--- config.mk ---
export PLATFORM = sky130hd
export DESIGN_NAME = chained_gesture_sequence_detector_top
export DESIGN_NICKNAME = d
export VERILOG_FILES = /design/src/rtl/cgsd_pkg.sv /design/src/rtl/chained_gesture_sequence_detector_top.sv /design/src/rtl/cgsd_core.sv
export SDC_FILE = /design/constraint.sdc
export NUM_CORES = 1
export LEC_CHECK = 0
export BUFFER_PORTS_ARGS = -buffer_cell sky130_fd_sc_hd__buf_2
export CAP_MARGIN = 15
export CORE_ASPECT_RATIO = 0.6
export CORE_MARGIN = 2
export CORE_UTILIZATION = 45
export CTS_CLUSTER_DIAMETER = 40
export DETAILED_ROUTE_END_ITERATION = 16
export PLACE_DENSITY = 0.74
export RECOVER_POWER = 50
export SYNTH_ARGS = -nofsm -noshare
export SYNTH_HDL_FRONTEND = slang
export SYNTH_HIERARCHICAL = 1
export SYNTH_SLANG_ARGS = --single-unit
export TNS_END_PERCENT = 50
--- constraint.sdc ---
create_clock -name i_clk -period 9.93 [get_ports i_clk]
set_clock_uncertainty 0.1 [all_clocks]
set_input_delay 0.993 -clock i_clk [delete_from_list [all_inputs] [get_ports i_clk]]
set_output_delay 0.993 -clock i_clk [all_outputs]
set_load 0.01 [all_outputs]
--- src/rtl/cgsd_pkg.sv ---
// Package for the chained gesture sequence detector: constants and shared types.
`timescale 1ns / 1ps

package cgsd_pkg;

    // Largest chain the detector walks; longer configured lengths are clamped
    localparam int MAX_STAGES = 8;

    // Field widths
    localparam int VALUE_W = 16;
    localparam int TIME_W  = 32;
    localparam int STAGE_W = 4;

    // Activation threshold, 1.0 in unsigned Q4.12
    localparam logic [VALUE_W-1:0] ONE_Q12 = 16'd4096;

    // Stream widths (padded to whole bytes)
    localparam int S_TDATA_W = 48;
    localparam int M_TDATA_W = 24;

    // Configuration register indexes
    localparam logic REG_CHAIN_LENGTH = 1'b0;
    localparam logic REG_MAX_DELAY    = 1'b1;

    // Reset values of the configuration registers
    localparam logic [STAGE_W-1:0] CHAIN_LENGTH_RST = 4'd0;
    localparam logic [TIME_W-1:0]  MAX_DELAY_RST    = 32'd1000;

    // Configuration seen by the update logic
    typedef struct packed {
        logic [STAGE_W-1:0] chain_length;
        logic [TIME_W-1:0]  max_delay;
    } t_cfg;

    // One result item
    typedef struct packed {
        logic               chain_active;
        logic [STAGE_W-1:0] stage_now;
        logic [VALUE_W-1:0] result_value;
    } t_result;

endpackage

--- src/rtl/chained_gesture_sequence_detector_top.sv ---
// Top level: stream ports, configuration registers, input and result registers.
//
//  channel   | direction | payload
//  ----------+-----------+--------------------------------------------------
//  s_axis    | in        | tdata[15:0] gesture_value, [47:16] now_ms
//  m_axis    | out       | tdata[15:0] result_value, [19:16] stage_now,
//            |           |      [20] chain_active, [23:21] zero
//  cfg write | in        | i_cfg_index 0 chain_length, 1 max_delay
//
// One transaction per cycle sustained while the output is not stalled; the input
// register loads at the accepting edge, and the update lands in the result
// register at the first edge at which that register is free.
// Reset is synchronous: chain state clears, chain_length 0, max_delay 1000.
// A stalled output holds its result; the input register still takes a new
// transaction while it is empty or the result register frees up in the same cycle.
`timescale 1ns / 1ps

module chained_gesture_sequence_detector_top (
    input  logic                           i_clk,
    input  logic                           i_rst_n,
    // gesture_value, now_ms (from bit 0 up)
    input  logic [cgsd_pkg::S_TDATA_W-1:0] s_axis_tdata,
    input  logic                           s_axis_tvalid,
    output logic                           s_axis_tready,
    // result_value, stage_now, chain_active, zero pad (from bit 0 up)
    output logic [cgsd_pkg::M_TDATA_W-1:0] m_axis_tdata,
    output logic                           m_axis_tvalid,
    input  logic                           m_axis_tready,
    input  logic                           i_cfg_we,
    input  logic                           i_cfg_index,
    input  logic [cgsd_pkg::TIME_W-1:0]    i_cfg_data
);

    cgsd_pkg::t_cfg               r_cfg;
    logic                         r_in_valid;
    logic [cgsd_pkg::VALUE_W-1:0] r_in_value;
    logic [cgsd_pkg::TIME_W-1:0]  r_in_now;
    logic                         r_out_valid;
    cgsd_pkg::t_result            r_out;
    cgsd_pkg::t_result            w_result;
    logic                         w_out_free;
    logic                         w_step;

    // Configuration registers
    always_ff @(posedge i_clk) begin
        if (!i_rst_n) begin
            r_cfg.chain_length <= cgsd_pkg::CHAIN_LENGTH_RST;
            r_cfg.max_delay    <= cgsd_pkg::MAX_DELAY_RST;
        end else if (i_cfg_we) begin
            case (i_cfg_index)
                cgsd_pkg::REG_CHAIN_LENGTH: begin
                    r_cfg.chain_length <= i_cfg_data[cgsd_pkg::STAGE_W-1:0];
                end
                cgsd_pkg::REG_MAX_DELAY: begin
                    r_cfg.max_delay <= i_cfg_data;
                end
                default: begin
                end
            endcase
        end
    end

    // Flow control
    assign w_out_free    = !r_out_valid || m_axis_tready;
    assign w_step        = r_in_valid && w_out_free;
    assign s_axis_tready = !r_in_valid || w_out_free;

    // Input register
    always_ff @(posedge i_clk) begin
        if (!i_rst_n) begin
            r_in_valid <= 1'b0;
        end else if (s_axis_tready) begin
            r_in_valid <= s_axis_tvalid;
        end
    end

    always_ff @(posedge i_clk) begin
        if (s_axis_tready && s_axis_tvalid) begin
            r_in_value <= s_axis_tdata[cgsd_pkg::VALUE_W-1:0];
            r_in_now   <= s_axis_tdata[cgsd_pkg::VALUE_W +: cgsd_pkg::TIME_W];
        end
    end

    cgsd_core u_core (
        .i_clk    (i_clk),
        .i_rst_n  (i_rst_n),
        .i_cfg    (r_cfg),
        .i_step   (w_step),
        .i_value  (r_in_value),
        .i_now    (r_in_now),
        .o_result (w_result)
    );

    // Result register
    always_ff @(posedge i_clk) begin
        if (!i_rst_n) begin
            r_out_valid <= 1'b0;
        end else if (w_out_free) begin
            r_out_valid <= r_in_valid;
        end
    end

    always_ff @(posedge i_clk) begin
        if (w_step) begin
            r_out <= w_result;
        end
    end

    assign m_axis_tvalid = r_out_valid;
    assign m_axis_tdata  = {3'd0, r_out.chain_active, r_out.stage_now, r_out.result_value};

endmodule

--- src/rtl/cgsd_core.sv ---
// Chain state registers and the single-pass update for one gesture sample.
`timescale 1ns / 1ps

module cgsd_core (
    input  logic                         i_clk,
    input  logic                         i_rst_n,
    input  cgsd_pkg::t_cfg               i_cfg,
    input  logic                         i_step,
    input  logic [cgsd_pkg::VALUE_W-1:0] i_value,
    input  logic [cgsd_pkg::TIME_W-1:0]  i_now,
    output cgsd_pkg::t_result            o_result
);

    logic [cgsd_pkg::STAGE_W-1:0] r_stage_index, n_stage_index;
    logic                         r_fired, n_fired;
    logic                         r_held, n_held;
    logic                         r_wait_release, n_wait_release;
    logic [cgsd_pkg::TIME_W-1:0]  r_last_time, n_last_time;

    logic [cgsd_pkg::STAGE_W-1:0] w_len;
    logic [cgsd_pkg::TIME_W-1:0]  w_elapsed;
    logic                         w_active;
    logic                         w_edge;
    logic                         w_done;
    logic [cgsd_pkg::VALUE_W-1:0] w_res;

    // Effective chain length, clamped to the supported stage count
    always_comb begin
        if ({28'd0, i_cfg.chain_length} > 32'(cgsd_pkg::MAX_STAGES)) begin
            w_len = cgsd_pkg::STAGE_W'(cgsd_pkg::MAX_STAGES);
        end else begin
            w_len = i_cfg.chain_length;
        end
    end

    assign w_active  = (i_value >= cgsd_pkg::ONE_Q12);
    assign w_elapsed = i_now - r_last_time;  // wraps modulo 2^32

    // Next state and result for the sample
    always_comb begin
        n_stage_index  = r_stage_index;
        n_fired        = r_fired;
        n_held         = r_held;
        n_wait_release = r_wait_release;
        n_last_time    = r_last_time;
        w_res          = '0;
        w_done         = 1'b0;
        w_edge         = 1'b0;

        if (w_len == '0) begin
            // empty chain: state untouched
            w_done = 1'b1;
        end else if (r_stage_index >= w_len) begin
            // stale index after a shrinking length write
            n_stage_index  = '0;
            n_fired        = 1'b0;
            n_held         = 1'b0;
            n_wait_release = 1'b0;
            w_done         = 1'b1;
        end else if (r_wait_release) begin
            if (w_active) begin
                n_held = 1'b1;
                w_done = 1'b1;
            end else begin
                n_wait_release = 1'b0;
                n_held         = 1'b0;
            end
        end

        if (!w_done) begin
            w_edge = w_active && !n_held;
            n_held = w_active;

            if (!r_fired && (r_stage_index != '0) && (w_elapsed > i_cfg.max_delay)) begin
                // too slow between stages: back to the start
                n_stage_index  = '0;
                n_fired        = 1'b0;
                n_held         = 1'b0;
                n_wait_release = 1'b0;
            end else if (r_stage_index == w_len - 1'b1) begin
                // final stage: fire on edge, hold while active, restart on release
                if (w_edge) begin
                    n_fired = 1'b1;
                    w_res   = i_value;
                end else if (w_active && r_fired) begin
                    w_res = i_value;
                end else if (!w_active && r_fired) begin
                    n_stage_index  = '0;
                    n_fired        = 1'b0;
                    n_held         = 1'b0;
                    n_wait_release = 1'b0;
                end
            end else if (w_edge) begin
                n_stage_index  = r_stage_index + 1'b1;
                n_last_time    = i_now;
                n_held         = 1'b0;
                n_wait_release = 1'b1;
            end
        end
    end

    // State update, one sample per step
    always_ff @(posedge i_clk) begin
        if (!i_rst_n) begin
            r_stage_index  <= '0;
            r_fired        <= 1'b0;
            r_held         <= 1'b0;
            r_wait_release <= 1'b0;
            r_last_time    <= '0;
        end else if (i_step) begin
            r_stage_index  <= n_stage_index;
            r_fired        <= n_fired;
            r_held         <= n_held;
            r_wait_release <= n_wait_release;
            r_last_time    <= n_last_time;
        end
    end

    assign o_result.result_value = w_res;
    assign o_result.stage_now    = n_stage_index;
    assign o_result.chain_active = n_fired;

endmodule

After elaboration in Yosys (flattened, before gate mapping)

Index checks and enable logic that the tools add are counted.

Bits in registers: 146
Bits in latches: 0
RAM bits: 0
Memory bits (read-only): 0
Input bits: 86
Output and inout bits: 26
Logic and storage cells: 89
Memories: 0

Add/sub/neg operators: 3
Multipliers: 0
Divide/modulo/power cells: 0
Magnitude comparators: 4
Equal/unequal tests: 1
Shift-type cells: 0
Muxes and demuxes: 43
Bitwise logic cells: 4
Reduce and logical (&&, ||, !) cells: 20

Operators with widths:

| operator                                                                               | number |
|---|---|
| 4-bit two-way mux                                                                      | 10 |
| 32-bit greater-than comparator                                                         | 1 |
| 16-bit two-way mux                                                                     | 2 |
| 32-bit subtractor                                                                      | 1 |
| 1-bit two-way mux                                                                      | 31 |
| 16-bit by 13-bit greater-or-equal comparator with 1-bit output (second input constant) | 1 |
| 1-bit logical AND                                                                      | 7 |
| 1-bit logical NOT                                                                      | 5 |
| 5-bit AND reduction                                                                    | 1 |
| 4-bit by 1-bit adder with 4-bit output (second input constant)                         | 1 |
| 4-bit equality test                                                                    | 1 |
| 4-bit greater-or-equal comparator                                                      | 1 |
| 4-bit greater-than comparator (second input constant)                                  | 1 |
| 4-bit logical NOT                                                                      | 1 |
| 1-bit inverter                                                                         | 4 |
| 2-bit AND reduction                                                                    | 2 |
| 4-bit nonzero test                                                                     | 1 |
| 4-bit by 1-bit subtractor with 4-bit output (second input constant)                    | 1 |
| 3-bit OR reduction                                                                     | 1 |
| 1-bit logical OR                                                                       | 2 |

Depth between registers and ports, before layout

Depth in word-level cells: 11
Gate-level depth with buffers: 23
Mapped depth without buffers: 21

Modules after synthesis

Netlist, hierarchy kept.

Modules (own cells, without submodules):

| module                                | instances | cells each | area an instance (um^2) | sequential area each (um^2) |
|---|---|---|---|---|
| cgsd_core                             | 1         | 581        | 4,581.9                 | 780.7 |
| chained_gesture_sequence_detector_top | 1         | 243        | 3,593.4                 | 2,832.7 |

Worst setup path after synthesis

Ideal clock, no wire load.

Path type: flip-flop to flip-flop
Start: register r_in_now[0] in the netlist's numbering
End: register r_out (netlist bit m_axis_tdata[10]) (data pin)
Library setup time: 0.131 ns
Arrival: 4.617 ns
Data required time: 9.699 ns
Setup slack: 5.082 ns
Stages on the path, launching flop included: 23
Buffers on the path: 1
Period minus slack after synthesis: 4.848 ns
Path through: edfxtp_1 -> inv_1 -> ha_1 -> inv_1 -> fa_1 -> a211oi_1 -> o211ai_1 -> a41oi_1 -> o21bai_1 -> a221oi_1 -> o21ai_0 -> a31oi_1 -> xnor2_1 -> ha_1 -> nand4_1 -> nor4_1 -> a31oi_1 -> nand3b_1 -> o2bb2ai_1 -> nand2b_1 -> nor3_1 -> clkbuf_1 -> and2_1

Cells in the longest elaborated chain, start to end: 4

Ends and longest elaborated chain:

| what                                | line                                         | RTL |
|---|---|---|
| start, declared                     | chained_gesture_sequence_detector_top.sv:37  | `logic [cgsd_pkg::TIME_W-1:0] r_in_now;` |
| start signal, assigned              | chained_gesture_sequence_detector_top.sv:80  | `r_in_now <= s_axis_tdata[cgsd_pkg::VALUE_W +: cgsd_pkg::TIME_W];` |
| 32-bit subtractor                   | cgsd_core.sv:37                              | `assign w_elapsed = i_now - r_last_time;` |
| 32-bit greater-than comparator      | cgsd_core.sv:74                              | `if (!r_fired && (r_stage_index != '0) && (w_elapsed > i_cfg.max_delay)) begin` |
| 1-bit logical AND                   | cgsd_core.sv:74                              |  |
| 3-bit OR reduction (no source line) | --                                           |  |
| end signal, assigned                | chained_gesture_sequence_detector_top.sv:105 | `r_out <= w_result;` |
| end, declared                       | chained_gesture_sequence_detector_top.sv:39  | `cgsd_pkg::t_result r_out;` |

Every way passes these cells.
A chain may end at the register's enable or synchronous reset.

Worst setup path in the final report

Start: register r_in_now[0] in the netlist's numbering
End: register u_core/r_last_time[13] in the netlist's numbering

Cells in the longest elaborated chain, start to end: 5

Ends and longest elaborated chain:

| what                                 | line             | RTL |
|---|---|---|
| 32-bit subtractor                    | cgsd_core.sv:37  |  |
| 32-bit greater-than comparator       | cgsd_core.sv:74  |  |
| 1-bit logical AND                    | cgsd_core.sv:74  |  |
| 1-bit inverter (no source line)      | --               |  |
| 5-bit AND reduction (no source line) | --               |  |
| end signal, assigned                 | cgsd_core.sv:115 | `r_last_time <= n_last_time;` |
| end, declared                        | cgsd_core.sv:18  | `logic [cgsd_pkg::TIME_W-1:0] r_last_time, n_last_time;` |

Every way passes these cells.

==> results.tsv <==
metric	value	unit
outcome	complete, but fails checks	
failing checks	capacitance limit, slew limit	
cell area after synthesis	8175	sq um
layout net count	1082	
Core Util, Final	0.5230	
actual slew at the worst max-slew pin	4.131	ns
vias per inst	5.282	
Area Overhead vs Synth	14.68	%
PortBufs	108	
global route overflow	0	
post-route non-filler standard cell count	1177	
Global Route met1 Usage	0.2970	
setup violators final	0	
Hold WS	0.3620	ns
Place WS	3.781	ns
vias	6217	
EDFF count, synth	69	
DRC errors left	0	
ant diodes	0	
Mapped Cells	824	
IR drop worst, VDD	101.8	uV
drt wl/cell	15.64	um
Iteration-0 DRC Markers	370	
arrival time at the worst endpoint	6.46	ns
Leak	3.631	nW
Setup Buffers After CTS	0	
antenna violations before repair	0	
critical path peak fanout	26	
routability cong.	0.8997	
hold buffer count at cts	0	
warnings from Yosys	6	
clock latency on the worst-skew pair	0.42	ns
met2 usage	0.2843	
CTS tree	done	
Synth Area per Inst	9.922	sq um
total power	1.551	mW
Worst Slack Setup Final	3.661	ns
fin area	9375	sq um
Critical Path RT	10.12	ns
placed cell count	1144	
clock root cell	clkbuf_16	
Cell Area, Placed	8821	sq um
Yosys cell types	66	
antenna viol nets, final	0	
DPL Wire Length	13.16	mm
RSZ-0062 raised after global routing	false	
global route hottest layer	met1	
flops & latches, synth	146	
min Tclk post-route	6.269	ns
core area	17920	sq um
DIE AREA	19300	sq um
first-pass GRT wire length	29.86	mm
die width	178.0	um
Clock Sinks	146	
Tightest Hold Check Type	flop to flop	
pin count of the biggest net entering global routing	108	
drt pass-1 iters	5	
Rows	38	
setup_tns	0	ns
reg-to-reg slack, setup	3.66	ns
Ports	112	
Post-synth ARST share	0	
Worst Setup Start Kind	flop	
starting density of the core	0.4561	
fraction of layout cells with a size suffix above 1	0.1334	
clk slew on worst S/H paths	0.07	ns
maximum clock frequency	159.5	MHz
H-Tree Level Count	4	
wirelength, routed	18.40	mm
Final Max Tran Viols	169	
Crit. End Element	flop	
most used flip-flop cell after synthesis	dfxtp_1	
met3 global-route usage	0.03973	
post-synthesis sequential area ratio	0.4420	
Cell Pwr Density	165.5	nW/um^2
TritonCTS buffer count	17	
CTS max path bufs	2	
All-Layer GR Usage	0.1979	
critical path class	flop to flop	
Final Cycle Share	0.6314	
maxcap violations	3	
Die H	108.4	um
Max-slew headroom	-1.754	
vias in the first global route	5926	
CTS-repair resized insts	0	
Fin. Hold Viols	0	
## routing by layer
layer	vias up	part of all wire
met2	211	0.40
met4	0	0.015
met5	-	0
met3	21	0.059
met1	2881	0.53
li1	3104	-
## where the power goes
part	total [mW]	switching [mW]	internal, mW	leakage [nW]
clock network	0.656	0.279	0.378	0.291
registers	0.672	0.0142	0.658	1.29
logic	0.223	0.129	0.0934	2.05
total	1.55	0.422	1.13	3.63
## critical path: stages (launching register included)
cell       delay, ns
edfxtp_1        0.38
inv_1           0.07
ha_1            0.16
inv_1           0.05
fa_1            0.41
a211oi_1        0.28
o211ai_1        0.16
a41oi_1         0.40
o21bai_1        0.20
a221oi_1        0.59
o21ai_0         0.29
a31oi_1         0.28
xnor2_1         0.10
ha_1            0.30
nand4_1         0.17
nor4_1          0.29
a31oi_1         0.15
nand3b_1        0.12
o2bb2ai_1       0.17
nor3b_4         0.56
buf_4           0.55
mux2i_1         0.25
nor2b_1         0.08
## cell type report
cell class,instances,area (sq um)
fillers,1620,8549
multi-input cells,554,3976
flip-flops and latches,146,3613
repair buffers,114,549.3
clock buffers,17,425.4
inverters,91,341.6
well taps,240,300.3
clock inverters,15,168.9
## kinds of logic (layout without fill, tap and decap cells)
group	after synthesis	after routing	share of synthesized area
adder cells (fa/ha/maj)	72	72	0.1111
XOR/XNOR	31	31	0.03321
AO/OA/AOI/OAI	168	168	0.1287
AND/OR/NAND/NOR	239	239	0.1605
other	1	3	0.0004587
buffers and inverters	126	237	0.07361
flip-flops	146	146	0.4420
multiplexers	41	41	0.05035
## registers in the layout (all words and copies together), names as in the netlist
signal / count
r_cfg: 36
u_core/r_stage_index: 4
u_core/r_held: 1
r_in_valid: 1
u_core/r_last_time: 32
m_axis_tvalid: 1
m_axis_tdata: 21
u_core/r_wait_release: 1
r_in_value: 16
r_in_now: 32
u_core/r_fired: 1
## cell usage after synthesis, types with 4 or more instances
cell type	number	share of area
a21o_1	17	0.016
a21oi_1	48	0.029
a31oi_1	5	0.0038
and2_1	21	0.016
buf_2	6	0.0037
buf_4	9	0.0083
buf_6	5	0.0069
clkbuf_1	11	0.0051
dfxtp_1	77	0.19
edfxtp_1	69	0.25
ha_1	71	0.11
inv_1	91	0.042
mux2i_1	40	0.049
nand2_1	62	0.028
nand2b_1	8	0.0061
nand3_1	14	0.0086
nand3b_1	5	0.0046
nand4_1	32	0.024
nor2_1	25	0.011
nor2b_1	41	0.031
nor3_1	5	0.0031
o211ai_1	13	0.012
o21a_1	5	0.0046
o21ai_0	51	0.031
o21bai_1	4	0.0037
or3_1	4	0.0031
xnor2_1	21	0.022
xor2_1	10	0.011
## worst paths after layout
path / startpoint / end / cells after the start
max: r_in_now[0]$_DFFE_PP_ / u_core/r_last_time[13]$_SDFFE_PN0P_ / 22
min: r_cfg[21]$_SDFFE_PN0P_ / r_cfg[21]$_SDFFE_PN0P_ / 2
max reg2reg: r_in_now[0]$_DFFE_PP_ / u_core/r_last_time[13]$_SDFFE_PN0P_ / 22
min reg2reg: r_cfg[21]$_SDFFE_PN0P_ / r_cfg[21]$_SDFFE_PN0P_ / 2
## layout by cell type, fill, tap and decap left out, drive strengths merged, types with 4 or more instances in the layout
cell type	n
dfxtp	77
or3	4
nor3	5
a21o	17
a31oi	5
nand2b	9
nand3b	5
xnor2	21
buf	83
nor4	5
o21a	5
ha	71
o21bai	4
nand2	62
inv	99
a21oi	48
o211ai	13
clkinv	4
nand4	32
nand3	14
nor2b	41
nor2	26
o21ai	51
xor2	10
mux2i	40
edfxtp	69
and2	21
clkbuf	48
Note: power is estimated with default switching activity, not from simulation.
